### src/hw/rtl/assert_macros.svh
// Assertion macros shared by the tokenizer RTL.
// Each macro wraps one clocked concurrent assertion with an active-low reset disable.
`ifndef ASSERT_MACROS_SVH
`define ASSERT_MACROS_SVH

// Property checked at every rising clock edge outside reset.
`define ASSERT_CLK(lbl, clk, rst_n, prop, msg) \
    lbl: assert property (@(posedge clk) disable iff (!rst_n) (prop)) else $error(msg);

// Implication whose consequent is checked in the cycle after the trigger, outside reset.
`define ASSERT_NEXT(lbl, clk, rst_n, trig, cons, msg) \
    lbl: assert property (@(posedge clk) disable iff (!rst_n) (trig) |=> (cons)) \
        else $error(msg);

`endif

### src/hw/rtl/stt_pkg.sv
// Shared types and constants of the source text tokenizer.
// No dependencies; used by every tokenizer module.
`timescale 1ns / 1ps

package stt_pkg;

    localparam int LINE_W   = 16;
    localparam int COLUMN_W = 16;
    localparam int LENGTH_W = 8;
    localparam int CHAR_W   = 8;
    localparam int PREFIX_W = 24;

    localparam logic [LINE_W-1:0]   LINE_MAX   = 16'd65535;
    localparam logic [COLUMN_W-1:0] COLUMN_MAX = 16'd65535;
    localparam logic [LENGTH_W-1:0] LENGTH_MAX = 8'd255;

    localparam logic [CHAR_W-1:0] CHR_NUL    = 8'h00;
    localparam logic [CHAR_W-1:0] CHR_TAB    = 8'h09;
    localparam logic [CHAR_W-1:0] CHR_NL     = 8'h0A;
    localparam logic [CHAR_W-1:0] CHR_CR     = 8'h0D;
    localparam logic [CHAR_W-1:0] CHR_SPACE  = 8'h20;
    localparam logic [CHAR_W-1:0] CHR_LPAREN = 8'h28;
    localparam logic [CHAR_W-1:0] CHR_RPAREN = 8'h29;
    localparam logic [CHAR_W-1:0] CHR_PLUS   = 8'h2B;
    localparam logic [CHAR_W-1:0] CHR_MINUS  = 8'h2D;
    localparam logic [CHAR_W-1:0] CHR_SLASH  = 8'h2F;
    localparam logic [CHAR_W-1:0] CHR_DIG0   = 8'h30;
    localparam logic [CHAR_W-1:0] CHR_DIG9   = 8'h39;
    localparam logic [CHAR_W-1:0] CHR_SEMI   = 8'h3B;
    localparam logic [CHAR_W-1:0] CHR_EQUAL  = 8'h3D;
    localparam logic [CHAR_W-1:0] CHR_UPA    = 8'h41;
    localparam logic [CHAR_W-1:0] CHR_UPZ    = 8'h5A;
    localparam logic [CHAR_W-1:0] CHR_UNDER  = 8'h5F;
    localparam logic [CHAR_W-1:0] CHR_LOA    = 8'h61;
    localparam logic [CHAR_W-1:0] CHR_LOZ    = 8'h7A;
    localparam logic [CHAR_W-1:0] CHR_LBRACE = 8'h7B;
    localparam logic [CHAR_W-1:0] CHR_RBRACE = 8'h7D;

    // Keyword texts, first byte in the low bits.
    localparam logic [PREFIX_W-1:0] KW_INT = 24'h746E69;
    localparam logic [PREFIX_W-1:0] KW_IF  = 24'h006669;

    localparam int QUEUE_DEPTH = 4;
    localparam int QPTR_W      = $clog2(QUEUE_DEPTH);
    localparam int QCNT_W      = $clog2(QUEUE_DEPTH + 1);

    typedef enum logic [3:0] {
        KIND_INT     = 4'd0,
        KIND_IDENT   = 4'd1,
        KIND_NUMBER  = 4'd2,
        KIND_ASSIGN  = 4'd3,
        KIND_PLUS    = 4'd4,
        KIND_MINUS   = 4'd5,
        KIND_IF      = 4'd6,
        KIND_EQUAL   = 4'd7,
        KIND_LPAREN  = 4'd8,
        KIND_RPAREN  = 4'd9,
        KIND_LBRACE  = 4'd10,
        KIND_RBRACE  = 4'd11,
        KIND_SEMI    = 4'd12,
        KIND_END     = 4'd13,
        KIND_UNKNOWN = 4'd14
    } t_kind;

    typedef struct packed {
        t_kind               kind;
        logic [LINE_W-1:0]   line;
        logic [COLUMN_W-1:0] column;
        logic [LENGTH_W-1:0] length;
        logic                last;
    } t_token;

    // Tokens caused by one byte; second is valid only when the first is.
    typedef struct packed {
        logic   v0;
        t_token t0;
        logic   v1;
        t_token t1;
    } t_tok_pair;

endpackage

### src/hw/rtl/stt_scan.sv
// Scanner state and token generation for one source byte per cycle while i_take is high.
// Depends on stt_pkg and assert_macros.svh.
`timescale 1ns / 1ps
`include "assert_macros.svh"

module stt_scan (
    input  logic                       i_clk,
    input  logic                       i_rst_n,
    input  logic                       i_take,
    input  logic [stt_pkg::CHAR_W-1:0] i_char,
    input  logic                       i_end,
    output stt_pkg::t_tok_pair         o_pair
);

    typedef enum logic [2:0] {
        MODE_IDLE    = 3'd0,
        MODE_IDENT   = 3'd1,
        MODE_NUMBER  = 3'd2,
        MODE_EQ      = 3'd3,
        MODE_SLASH   = 3'd4,
        MODE_COMMENT = 3'd5
    } t_mode;

    t_mode                          r_mode, n_mode;
    logic [stt_pkg::LINE_W-1:0]     r_line, n_line, r_sline, n_sline;
    logic [stt_pkg::COLUMN_W-1:0]   r_col, n_col, r_scol, n_scol;
    logic [stt_pkg::LENGTH_W-1:0]   r_len, n_len;
    logic [stt_pkg::PREFIX_W-1:0]   r_prefix, n_prefix;

    logic                           is_end, is_nl, is_space, is_digit, is_alpha, is_word;
    logic [stt_pkg::LINE_W-1:0]     adv_line;
    logic [stt_pkg::COLUMN_W-1:0]   adv_col;
    logic                           pend_v, a_v, b_v, do_idle, do_grow;
    stt_pkg::t_token                pend_tok, a_tok, b_tok;

    always_comb begin
        is_end   = i_end || (i_char == stt_pkg::CHR_NUL);
        is_nl    = (i_char == stt_pkg::CHR_NL);
        is_space = (i_char == stt_pkg::CHR_SPACE) ||
                   ((i_char >= stt_pkg::CHR_TAB) && (i_char <= stt_pkg::CHR_CR));
        is_digit = (i_char >= stt_pkg::CHR_DIG0) && (i_char <= stt_pkg::CHR_DIG9);
        is_alpha = ((i_char >= stt_pkg::CHR_UPA) && (i_char <= stt_pkg::CHR_UPZ)) ||
                   ((i_char >= stt_pkg::CHR_LOA) && (i_char <= stt_pkg::CHR_LOZ));
        is_word  = is_alpha || is_digit || (i_char == stt_pkg::CHR_UNDER);

        if (is_nl) begin
            adv_line = (r_line != stt_pkg::LINE_MAX) ? r_line + 1'b1 : r_line;
            adv_col  = {{(stt_pkg::COLUMN_W-1){1'b0}}, 1'b1};
        end else begin
            adv_line = r_line;
            adv_col  = (r_col != stt_pkg::COLUMN_MAX) ? r_col + 1'b1 : r_col;
        end

        pend_tok.line   = r_sline;
        pend_tok.column = r_scol;
        pend_tok.length = {{(stt_pkg::LENGTH_W-1){1'b0}}, 1'b1};
        pend_tok.last   = 1'b0;
        pend_tok.kind   = stt_pkg::KIND_UNKNOWN;
        pend_v          = 1'b0;
        unique case (r_mode)
            MODE_IDENT: begin
                pend_v          = 1'b1;
                pend_tok.length = r_len;
                if ((r_len == 8'd3) && (r_prefix == stt_pkg::KW_INT)) begin
                    pend_tok.kind = stt_pkg::KIND_INT;
                end else if ((r_len == 8'd2) && (r_prefix == stt_pkg::KW_IF)) begin
                    pend_tok.kind = stt_pkg::KIND_IF;
                end else begin
                    pend_tok.kind = stt_pkg::KIND_IDENT;
                end
            end
            MODE_NUMBER: begin
                pend_v          = 1'b1;
                pend_tok.length = r_len;
                pend_tok.kind   = stt_pkg::KIND_NUMBER;
            end
            MODE_EQ: begin
                pend_v        = 1'b1;
                pend_tok.kind = stt_pkg::KIND_ASSIGN;
            end
            MODE_SLASH: begin
                pend_v        = 1'b1;
                pend_tok.kind = stt_pkg::KIND_UNKNOWN;
            end
            default: begin
                pend_v = 1'b0;
            end
        endcase

        n_mode   = r_mode;
        n_line   = r_line;
        n_col    = r_col;
        n_sline  = r_sline;
        n_scol   = r_scol;
        n_len    = r_len;
        n_prefix = r_prefix;
        a_v      = 1'b0;
        b_v      = 1'b0;
        a_tok    = pend_tok;
        b_tok.kind   = stt_pkg::KIND_END;
        b_tok.line   = r_line;
        b_tok.column = r_col;
        b_tok.length = '0;
        b_tok.last   = 1'b1;
        do_idle  = 1'b0;
        do_grow  = 1'b0;

        if (i_take) begin
            if (is_end) begin
                a_v      = pend_v;
                b_v      = 1'b1;
                n_mode   = MODE_IDLE;
                n_line   = {{(stt_pkg::LINE_W-1){1'b0}}, 1'b1};
                n_col    = {{(stt_pkg::COLUMN_W-1){1'b0}}, 1'b1};
                n_sline  = {{(stt_pkg::LINE_W-1){1'b0}}, 1'b1};
                n_scol   = {{(stt_pkg::COLUMN_W-1){1'b0}}, 1'b1};
                n_len    = '0;
                n_prefix = '0;
            end else begin
                unique case (r_mode)
                    MODE_IDENT: begin
                        if (is_word) do_grow = 1'b1;
                        else do_idle = 1'b1;
                    end
                    MODE_NUMBER: begin
                        if (is_digit) do_grow = 1'b1;
                        else do_idle = 1'b1;
                    end
                    MODE_EQ: begin
                        if (i_char == stt_pkg::CHR_EQUAL) begin
                            b_v          = 1'b1;
                            b_tok.kind   = stt_pkg::KIND_EQUAL;
                            b_tok.line   = r_sline;
                            b_tok.column = r_scol;
                            b_tok.length = 8'd2;
                            n_mode       = MODE_IDLE;
                            n_line       = adv_line;
                            n_col        = adv_col;
                        end else begin
                            do_idle = 1'b1;
                        end
                    end
                    MODE_SLASH: begin
                        if (i_char == stt_pkg::CHR_SLASH) begin
                            n_mode = MODE_COMMENT;
                            n_line = adv_line;
                            n_col  = adv_col;
                        end else begin
                            do_idle = 1'b1;
                        end
                    end
                    MODE_COMMENT: begin
                        if (is_nl) n_mode = MODE_IDLE;
                        n_line = adv_line;
                        n_col  = adv_col;
                    end
                    default: begin
                        do_idle = 1'b1;
                    end
                endcase

                if (do_grow) begin
                    case (r_len)
                        8'd0:    n_prefix = r_prefix | {16'b0, i_char};
                        8'd1:    n_prefix = r_prefix | {8'b0, i_char, 8'b0};
                        8'd2:    n_prefix = r_prefix | {i_char, 16'b0};
                        default: n_prefix = '0;
                    endcase
                    n_len  = (r_len != stt_pkg::LENGTH_MAX) ? r_len + 1'b1 : r_len;
                    n_line = adv_line;
                    n_col  = adv_col;
                end

                if (do_idle) begin
                    a_v    = pend_v;
                    n_mode = MODE_IDLE;
                    n_line = adv_line;
                    n_col  = adv_col;
                    if (!is_space) begin
                        if (is_alpha || (i_char == stt_pkg::CHR_UNDER) || is_digit ||
                            (i_char == stt_pkg::CHR_EQUAL) || (i_char == stt_pkg::CHR_SLASH))
                        begin
                            if (is_digit) n_mode = MODE_NUMBER;
                            else if (i_char == stt_pkg::CHR_EQUAL) n_mode = MODE_EQ;
                            else if (i_char == stt_pkg::CHR_SLASH) n_mode = MODE_SLASH;
                            else n_mode = MODE_IDENT;
                            n_sline  = r_line;
                            n_scol   = r_col;
                            n_len    = {{(stt_pkg::LENGTH_W-1){1'b0}}, 1'b1};
                            n_prefix = {16'b0, i_char};
                        end else begin
                            b_v          = 1'b1;
                            b_tok.line   = r_line;
                            b_tok.column = r_col;
                            b_tok.length = {{(stt_pkg::LENGTH_W-1){1'b0}}, 1'b1};
                            case (i_char)
                                stt_pkg::CHR_PLUS:   b_tok.kind = stt_pkg::KIND_PLUS;
                                stt_pkg::CHR_MINUS:  b_tok.kind = stt_pkg::KIND_MINUS;
                                stt_pkg::CHR_LPAREN: b_tok.kind = stt_pkg::KIND_LPAREN;
                                stt_pkg::CHR_RPAREN: b_tok.kind = stt_pkg::KIND_RPAREN;
                                stt_pkg::CHR_LBRACE: b_tok.kind = stt_pkg::KIND_LBRACE;
                                stt_pkg::CHR_RBRACE: b_tok.kind = stt_pkg::KIND_RBRACE;
                                stt_pkg::CHR_SEMI:   b_tok.kind = stt_pkg::KIND_SEMI;
                                default:             b_tok.kind = stt_pkg::KIND_UNKNOWN;
                            endcase
                        end
                    end
                end
            end
        end

        o_pair.v0      = a_v || b_v;
        o_pair.t0      = a_v ? a_tok : b_tok;
        o_pair.t0.last = !(a_v && b_v);
        o_pair.v1      = a_v && b_v;
        o_pair.t1      = b_tok;
        o_pair.t1.last = 1'b1;
    end

    always_ff @(posedge i_clk) begin
        if (!i_rst_n) begin
            r_mode   <= MODE_IDLE;
            r_line   <= {{(stt_pkg::LINE_W-1){1'b0}}, 1'b1};
            r_col    <= {{(stt_pkg::COLUMN_W-1){1'b0}}, 1'b1};
            r_sline  <= {{(stt_pkg::LINE_W-1){1'b0}}, 1'b1};
            r_scol   <= {{(stt_pkg::COLUMN_W-1){1'b0}}, 1'b1};
            r_len    <= '0;
            r_prefix <= '0;
        end else begin
            r_mode   <= n_mode;
            r_line   <= n_line;
            r_col    <= n_col;
            r_sline  <= n_sline;
            r_scol   <= n_scol;
            r_len    <= n_len;
            r_prefix <= n_prefix;
        end
    end

    `ASSERT_NEXT(a_end_resets, i_clk, i_rst_n, i_take && is_end, (r_mode == MODE_IDLE) && (r_len == '0) && (r_line == 16'd1) && (r_col == 16'd1), "end of input did not return the scanner to reset")

endmodule

### src/hw/rtl/stt_tokq.sv
// Four-entry token queue taking up to two tokens a cycle and giving one.
// Depends on stt_pkg and assert_macros.svh.
`timescale 1ns / 1ps
`include "assert_macros.svh"

module stt_tokq (
    input  logic               i_clk,
    input  logic               i_rst_n,
    input  stt_pkg::t_tok_pair i_pair,
    input  logic               i_pop,
    output logic               o_room,
    output logic               o_valid,
    output stt_pkg::t_token    o_token
);

    stt_pkg::t_token                r_mem [stt_pkg::QUEUE_DEPTH];
    logic [stt_pkg::QPTR_W-1:0]     r_wr, r_rd;
    logic [stt_pkg::QCNT_W-1:0]     r_count;
    logic [1:0]                     push_n;
    logic                           pop;
    logic [stt_pkg::QPTR_W-1:0]     wr_next;

    assign push_n  = {1'b0, i_pair.v0} + {1'b0, i_pair.v1};
    assign o_valid = (r_count != '0);
    assign pop     = o_valid && i_pop;
    assign o_token = r_mem[r_rd];
    assign o_room  = (r_count <= stt_pkg::QCNT_W'(stt_pkg::QUEUE_DEPTH - 2));
    assign wr_next = r_wr + 1'b1;

    always_ff @(posedge i_clk) begin
        if (i_pair.v0) r_mem[r_wr] <= i_pair.t0;
        if (i_pair.v1) r_mem[wr_next] <= i_pair.t1;
    end

    always_ff @(posedge i_clk) begin
        if (!i_rst_n) begin
            r_wr    <= '0;
            r_rd    <= '0;
            r_count <= '0;
        end else begin
            r_wr    <= r_wr + stt_pkg::QPTR_W'(push_n);
            r_rd    <= r_rd + stt_pkg::QPTR_W'(pop);
            r_count <= r_count + stt_pkg::QCNT_W'(push_n) - stt_pkg::QCNT_W'(pop);
        end
    end

    `ASSERT_CLK(a_no_overflow, i_clk, i_rst_n, r_count <= stt_pkg::QCNT_W'(stt_pkg::QUEUE_DEPTH), "token queue overflow")
    `ASSERT_CLK(a_pair_order, i_clk, i_rst_n, !i_pair.v1 || i_pair.v0, "second token pushed without the first")
    `ASSERT_NEXT(a_count_track, i_clk, i_rst_n, 1'b1, r_count == $past(r_count) + stt_pkg::QCNT_W'($past(push_n)) - stt_pkg::QCNT_W'($past(pop)), "token count out of step with pushes and pops")

endmodule

### src/hw/rtl/source_text_tokenizer.sv
// Source text tokenizer: byte input register, scanner and token output queue.
// One byte is taken per cycle while the queue has room; a byte waits in the input
// register and its tokens in the queue. Throughput is one byte per cycle while the
// consumer takes one word per cycle; two tokens of a byte leave the single port in turn.
// Reset is synchronous and active low, and returns line and column to one.
// Depends on stt_pkg, stt_scan and stt_tokq.
`timescale 1ns / 1ps

module source_text_tokenizer (
    input  logic        i_clk,
    input  logic        i_rst_n,
    input  logic        s_axis_tvalid,
    output logic        s_axis_tready,
    input  logic [7:0]  s_axis_tdata,   // char_code
    input  logic        s_axis_tlast,   // end_of_input
    output logic        m_axis_tvalid,
    input  logic        m_axis_tready,
    output logic [47:0] m_axis_tdata,   // token_kind, token_line, token_column, token_length
    output logic        m_axis_tlast    // last_of_run
);

    logic                       r_in_valid;
    logic [stt_pkg::CHAR_W-1:0] r_in_char;
    logic                       r_in_end;
    logic                       take, room;
    stt_pkg::t_tok_pair         pair;
    stt_pkg::t_token            tok;

    assign take          = r_in_valid && room;
    assign s_axis_tready = !r_in_valid || take;

    always_ff @(posedge i_clk) begin
        if (!i_rst_n) begin
            r_in_valid <= 1'b0;
        end else if (s_axis_tvalid && s_axis_tready) begin
            r_in_valid <= 1'b1;
        end else if (take) begin
            r_in_valid <= 1'b0;
        end
    end

    always_ff @(posedge i_clk) begin
        if (s_axis_tvalid && s_axis_tready) begin
            r_in_char <= s_axis_tdata;
            r_in_end  <= s_axis_tlast;
        end
    end

    stt_scan u_scan (
        .i_clk  (i_clk),
        .i_rst_n(i_rst_n),
        .i_take (take),
        .i_char (r_in_char),
        .i_end  (r_in_end),
        .o_pair (pair)
    );

    stt_tokq u_tokq (
        .i_clk  (i_clk),
        .i_rst_n(i_rst_n),
        .i_pair (pair),
        .i_pop  (m_axis_tready),
        .o_room (room),
        .o_valid(m_axis_tvalid),
        .o_token(tok)
    );

    assign m_axis_tdata = {4'b0, tok.length, tok.column, tok.line, tok.kind};
    assign m_axis_tlast = tok.last;

endmodule
### config.mk
export PLATFORM = sky130hd
export DESIGN_NAME = source_text_tokenizer
export DESIGN_NICKNAME = d
export VERILOG_FILES = /design/src/hw/rtl/stt_pkg.sv /design/src/hw/rtl/stt_scan.sv /design/src/hw/rtl/stt_tokq.sv /design/src/hw/rtl/source_text_tokenizer.sv
export VERILOG_INCLUDE_DIRS = /design/src /design/src/hw/rtl
export SDC_FILE = /design/constraint.sdc
export NUM_CORES = 1
export LEC_CHECK = 0
export CORE_ASPECT_RATIO = 0.5
export CORE_UTILIZATION = 38
export DETAILED_ROUTE_END_ITERATION = 8
export DONT_BUFFER_PORTS = 1
export GPL_ROUTABILITY_DRIVEN = 1
export PLACE_DENSITY = 0.51
export SLEW_MARGIN = 20
export SYNTH_ARGS = -nofsm -noshare
export SYNTH_HDL_FRONTEND = slang
export SYNTH_SLANG_ARGS = --single-unit
### constraint.sdc
create_clock -name i_clk -period 4.4 [get_ports i_clk]
set_input_delay 0 -clock i_clk [delete_from_list [all_inputs] [get_ports i_clk]]
set_output_delay 0 -clock i_clk [all_outputs]
set_load 0.01 [all_outputs]
=== After elaboration in Yosys (flattened, before gate mapping) ===
Memory sizes are Yosys's and may differ from the RTL's. A register that Yosys moved wholly into a read port is not among the register bits.
Cells that the tools add are included.

* Magnitude comparators: 9
* Bitwise operators: 3
* Mux-type cells: 90
* Reductions and logical operators: 36
* Equal/unequal tests: 31
* $add $sub $neg: 9

{| class="wikitable"
|+ Operators by type and width
! cell !! number
|-
| 16-bit two-way mux || 22
|-
| 44-bit two-way mux || 7
|-
| 24-bit two-way mux || 5
|-
| 16-bit one-hot mux with 3 select lines || 2
|-
| 24-bit one-hot mux with 3 select lines || 1
|-
| 8-bit by 6-bit == test with 1-bit output (second input constant) || 8
|-
| 8-bit two-way mux || 7
|-
| 45-bit two-way mux || 1
|-
| 3-bit two-way mux || 11
|-
| 16-bit by 1-bit adder with 16-bit output (second input constant) || 2
|-
| 16-bit != test (second input constant) || 2
|-
| 4-bit one-hot mux with 7 select lines || 1
|-
| 1-bit two-way mux || 27
|-
| 24-bit by 15-bit == test with 1-bit output (second input constant) || 1
|-
| 24-bit by 23-bit == test with 1-bit output (second input constant) || 1
|-
| 8-bit by 7-bit == test with 1-bit output (second input constant) || 3
|-
| 24-bit by 16-bit OR with 24-bit output || 1
|-
| 24-bit OR || 1
|-
| 24-bit by 8-bit OR with 24-bit output || 1
|-
| 8-bit by 2-bit == test with 1-bit output (second input constant) || 2
|-
| 8-bit by 7-bit greater-or-equal comparator with 1-bit output (second input constant) || 2
|-
| 8-bit by 7-bit less-or-equal comparator with 1-bit output (second input constant) || 2
|-
| 8-bit zero test || 2
|-
| 4-bit by 1-bit != test with 1-bit output (second input constant) || 3
|-
| 37 further kinds || 63
|}

* Memory bits (writable): 180
* Register bits: 116
* Input bits: 13
* Output and inout bits: 51
* Word-level logic and storage cells: 192
* Memories kept: 1

{| class="wikitable"
|+ Memories
! memory !! words !! bits a word !! read ports !! clocked after Yosys merged registers in !! wr ports !! line !! text
|-
| u_tokq.r_mem || 4 || 45 || 1 || 1 || 2 || stt_tokq.sv:16 || <nowiki>stt_pkg::t_token r_mem [stt_pkg::QUEUE_DEPTH];</nowiki>
|}

=== Depth between registers and ports, before layout ===
* Depth after elaboration: 16
* Mapped depth: 17
* Mapped depth without buffers: 13

=== Modules after synthesis ===
A second synthesis with hierarchy kept.

* Cells, all modules: 1268
* Area total of the unflattened synthesis: 15766.4 um^2

{| class="wikitable"
|+ By module, submodules not included
! module !! times used !! seq. area each (um^2) !! area each (um^2) !! cells each
|-
| stt_tokq || 1 || 5545.3 || 9379.0 || 480
|-
| stt_scan || 1 || 1981.9 || 6018.3 || 768
|-
| source_text_tokenizer || 1 || 290.3 || 369.1 || 20
|}

=== Least setup slack after synthesis ===
OpenSTA, ideal clock, no wires.

* Path kind: reg-to-reg
* From: register r_in_char[1] in the netlist's numbering
* To: memory u_tokq.r_mem[0][10] in the netlist's numbering, enable pin
* Buffers on the path: 1
* Data arrival time: 3.939 ns
* Library setup time: 0.393 ns
* Slack: 0.068 ns
* Stages on the path, launching flop included: 12
* Data required time: 4.007 ns
* Clock period less this slack: 4.332 ns
* Path through: edfxtp_1 -> nor4_2 -> a211o_1 -> o21ai_1 -> clkbuf_1 -> nor4b_1 -> o21a_1 -> inv_1 -> ha_1 -> nor3_1 -> nor2_1 -> inv_1

{| class="wikitable"
|+ RTL lines
! item !! line !! text
|-
| start: declaration || source_text_tokenizer.sv:23 || <nowiki>logic [stt_pkg::CHAR_W-1:0] r_in_char;</nowiki>
|-
| start signal: assignment || source_text_tokenizer.sv:44 || <nowiki>r_in_char <= s_axis_tdata;</nowiki>
|-
| end: declaration || stt_tokq.sv:16 ||
|}

==> results.tsv <==
stage	metric	value	unit
synthesis	synth_edf_count	161	
route	drtIter0Drc	872	
worst_setup_path	reg2reg_depth	11	
worst_setup_path	crit_path_start	r_in_char[4]$_DFFE_PP_	
pwr	p_int	5.12	mW
synthesis	ys.flop_type	edfxtp_1	
worst_setup_path	arrival	4.38	ns
pwr	clkPwrFrac	38.0	%
worst_setup_path	end_kind	flip-flop	
timing	rsz0062_at_grt	no	
finish	num_antenna_cells	0	
finish	final_util	43.9	%
route	drc_errors	0	
pwr	p_seq_share	45.7	%
place	dp_hpwl	24200	um
finish	drive_gt1_share	13.4	%
clocking	cts_buffers	29	
route	drt_pass1_iterations	7	
floorplan	initial_core_util	38.7	%
timing	fin_crit_sh	92.3	%
finish	synthToLayoutAreaGrowth	13.4	%
synthesis	async_reset_ff_share	0	%
worst_setup_path	rrSetupSlack	0.34	ns
worst_setup_path	path_class	flip-flop to flip-flop	
grt	grt_usage	21.1	%
floorplan	die_h	138	um
synthesis	ys_ff_latch	296	
timing	worst_slew_pin_slew	0.937	ns
grt	grt_start_max_net_pins	52	
clocking	cts.clk_slew.worst_paths	0.06	ns
min_path	hold_path_class	primary input to flip-flop	
synthesis	yosysWarnings	0	
route	wire_per_inst	23.5	um
grt	grt_pass1_vias	10100	
finish	nFillCells	3277	
clocking	insertion_delay	0.58	ns
place	gp_congestion	0.907	
synthesis	yosysSeqAreaShare	53.9	%
timing	fin_hold_ws	0.0451	ns
worst_setup_path	cp_max_fo	32	
worst_setup_path	timing.rr.end	u_tokq.r_mem[3][10]$_DFFE_PP_	
clocking	cts_root_buffer	clkbuf_16	
timing	slew_headroom	36.9	%
clocking	cts_buffer_depth	3	
grt	grt_antenna_before_repair	0	
synthesis	synth_area	0.0140	mm^2
timing	hold_viol_final	0	
pwr	p_sw_share	28.2	%
floorplan	top_level_ports	64	
run	max_cap_violations	0	
worst_setup_path	startpoint_type	flip-flop	
timing	tns	0	ns
finish	regArea	0.00754	mm^2
pwr	power_frac_comb	16.3	%
floorplan	die_w	273	um
pwr	p_leak	4.89	nW
run_status	status	finished clean	
grt	overflow	0	
worst_setup_path	timing.rr.start	r_in_char[4]$_DFFE_PP_	
timing	setup_viol	0	
timing	finalMaxSlewViolations	0	
clocking	cts_resized	0	
synthesis	syn_inst	1185	
synthesis	synth_area_per_cell	11.8	um^2
floorplan	coreArea	0.0361	mm^2
route	vias	10100	
timing	period_needed	4.06	ns
pwr	vdd_drop_max	333	uV
finish	final_nets	1201	
floorplan	fp.dieArea	0.0376	mm^2
pwr	powerDensity	450	mW/mm^2
timing	fmaxAchievable	0.246	GHz
finish	multi_input_area	0.00587	mm^2
route	ant_nets	0	
floorplan	row_count	49	
grt	grt_pass1_wl	60300	um
clocking	cts_tree	built	
route	via_per_inst	6.02	
synthesis	synth.distinct_cells	80	
clocking	post_cts.repair.setup_buffers	0	
timing	skew	0.0113	ns
worst_setup_path	endpoint	u_tokq.r_mem[3][10]$_DFFE_PP_	
worst_setup_path	cp_data_required_time	4.72	ns
route	wirelength	39500	um
pwr	p_sw	2.01	mW
clocking	cts_sinks	296	
clocking	h-tree-depth	1	
pwr	total_power	7.13	mW
place	io_buffers	0	
[repair_timing]
item                                   4_1_cts  5_1_grt
setup endpoints to repair                    0        0
endpoints found under the hold margin      103        0
hold buffers                                14        0
[metal layers]
layer	part of all wire [%]	wire, um	up-vias	global-route usage [%]
li1	-	-	4646	-
met1	46	18100	5093	29.3
met2	46	18100	320	34.1
met3	6.0	2360	60	3.42
met4	2.5	984	0	5.83
met5	0	0	-	0
[sequential cells by signal (all words and copies together), names as in the netlist, 2 cells and up]
signal,flops
u_tokq.r_count,3
u_scan.r_prefix,24
u_scan.r_scol,16
u_scan.r_line,16
u_tokq.r_rd,2
u_scan.r_col,16
u_scan.r_mode,3
r_in_char,8
u_scan.r_sline,16
u_scan.r_len,8
u_tokq.r_mem,180
u_tokq.r_wr,2
[worst min path at each step]
stage	startpoint	end	slack (ns)	depth (start not counted)
after floorplan	s_axis_tdata[0]	r_in_char[0]$_DFFE_PP_	0.1	0
after global placement	i_rst_n	u_scan.r_line[0]$_SDFFE_PN1P_	0.09	1
after detailed placement	i_rst_n	u_scan.r_line[0]$_SDFFE_PN1P_	0.1	1
after CTS	s_axis_tdata[4]	r_in_char[4]$_DFFE_PP_	0.02	1
after global routing	s_axis_tdata[6]	r_in_char[6]$_DFFE_PP_	0.03	1
final	s_axis_tdata[6]	r_in_char[6]$_DFFE_PP_	0.05	1
[critical path, stage by stage (launching register included)]
cell	delay, ns
edfxtp_1	0.57
or4b_1	0.63
o21a_1	0.26
a211oi_2	0.35
a31o_1	0.51
inv_2	0.07
ha_1	0.34
nand3b_1	0.22
and2_1	0.37
a21oi_2	0.09
buf_12	0.22
o2bb2ai_1	0.15
[synthesized netlist by cell type (18+ instances only)]
cell type    n  area share (%)
nand2_1     71             1.9
and2_1      18            0.81
inv_1       48             1.3
a21oi_1     34             1.2
xnor2_1     19             1.2
clkbuf_1    71             1.9
buf_2       20            0.72
nor3_1      22            0.79
dfxtp_1    135              19
edfxtp_1   161              35
a22o_1      38             2.4
o22ai_1     46             2.1
nor2_1      54             1.4
o2bb2ai_1   70             4.4
mux4_2      45             7.2
nand4_1     27             1.2
nand3_1     21            0.75
a32o_1      30             2.1
o32ai_1     35             2.2
[logic make-up (layout without fill, tap and decap cells)]
logic type / after synthesis / count (layout) / synth area share [%]
compound gates: 335 / 335 / 18.9
xor+xnor: 33 / 33 / 2.07
fa+ha+maj: 15 / 15 / 1.40
buf+inv: 153 / 161 / 4.58
flops: 296 / 296 / 53.9
mux: 47 / 47 / 7.39
other cells: 1 / 4 / 0.0268
simple gates: 305 / 305 / 11.8
[final cells by class]
cell class              instances  area share, %
multi-input cells             739           37.0
repair buffers                 57           3.98
clock inverters                21           1.80
flip-flops and latches        296           47.6
well taps                     484           3.82
clock buffers                  33           4.67
inverters                      50           1.18
[power by group through the flow]
stage               Combinational [mW]  Clock [mW]  Sequential [mW]
finish                            1.16        2.71             3.26
global route                      1.25        2.88             3.29
CTS                               1.18        2.77             3.27
detailed placement                1.15           0             3.33
global placement                  1.15           0             3.32
floorplan                        0.916           0             3.16
[per-stage QoR]
step,setup WS (ns),instance area (um^2),cells
final,0.339,15900,1680
after global routing,0.105,15900,1680
after CTS,0.370,15900,1680
after detailed placement,0.372,14700,1612
after global placement,0.406,14700,1612
after floorplan,0.0676,14000,1188
[layout by cell type, fill, tap and decap left out, types with 6 or more instances in the layout]
cell             n
and2_1          18
a32o_1          30
nor2b_1         16
o21ai_0         17
nor4_1           8
buf_4           31
o22ai_1         45
nor2_1          53
a21o_1           6
nand4_1         27
nand3b_1         6
dlygate4sd3_1   13
mux4_2          45
o2bb2ai_1       70
and4_1           8
a22o_1          38
buf_12          12
edfxtp_1       161
dfxtp_1        133
bufinv_16        6
nor3b_1          6
xor2_1          14
and3_1          17
or3_1            8
a31oi_1          7
ha_1            14
nand3_1         21
o32ai_1         35
nand2_1         71
a21oi_1         31
inv_1           48
xnor2_1         19
nor3_1          22
clkbuf_16       29
Note: power is estimated with default switching activity, not from simulation.
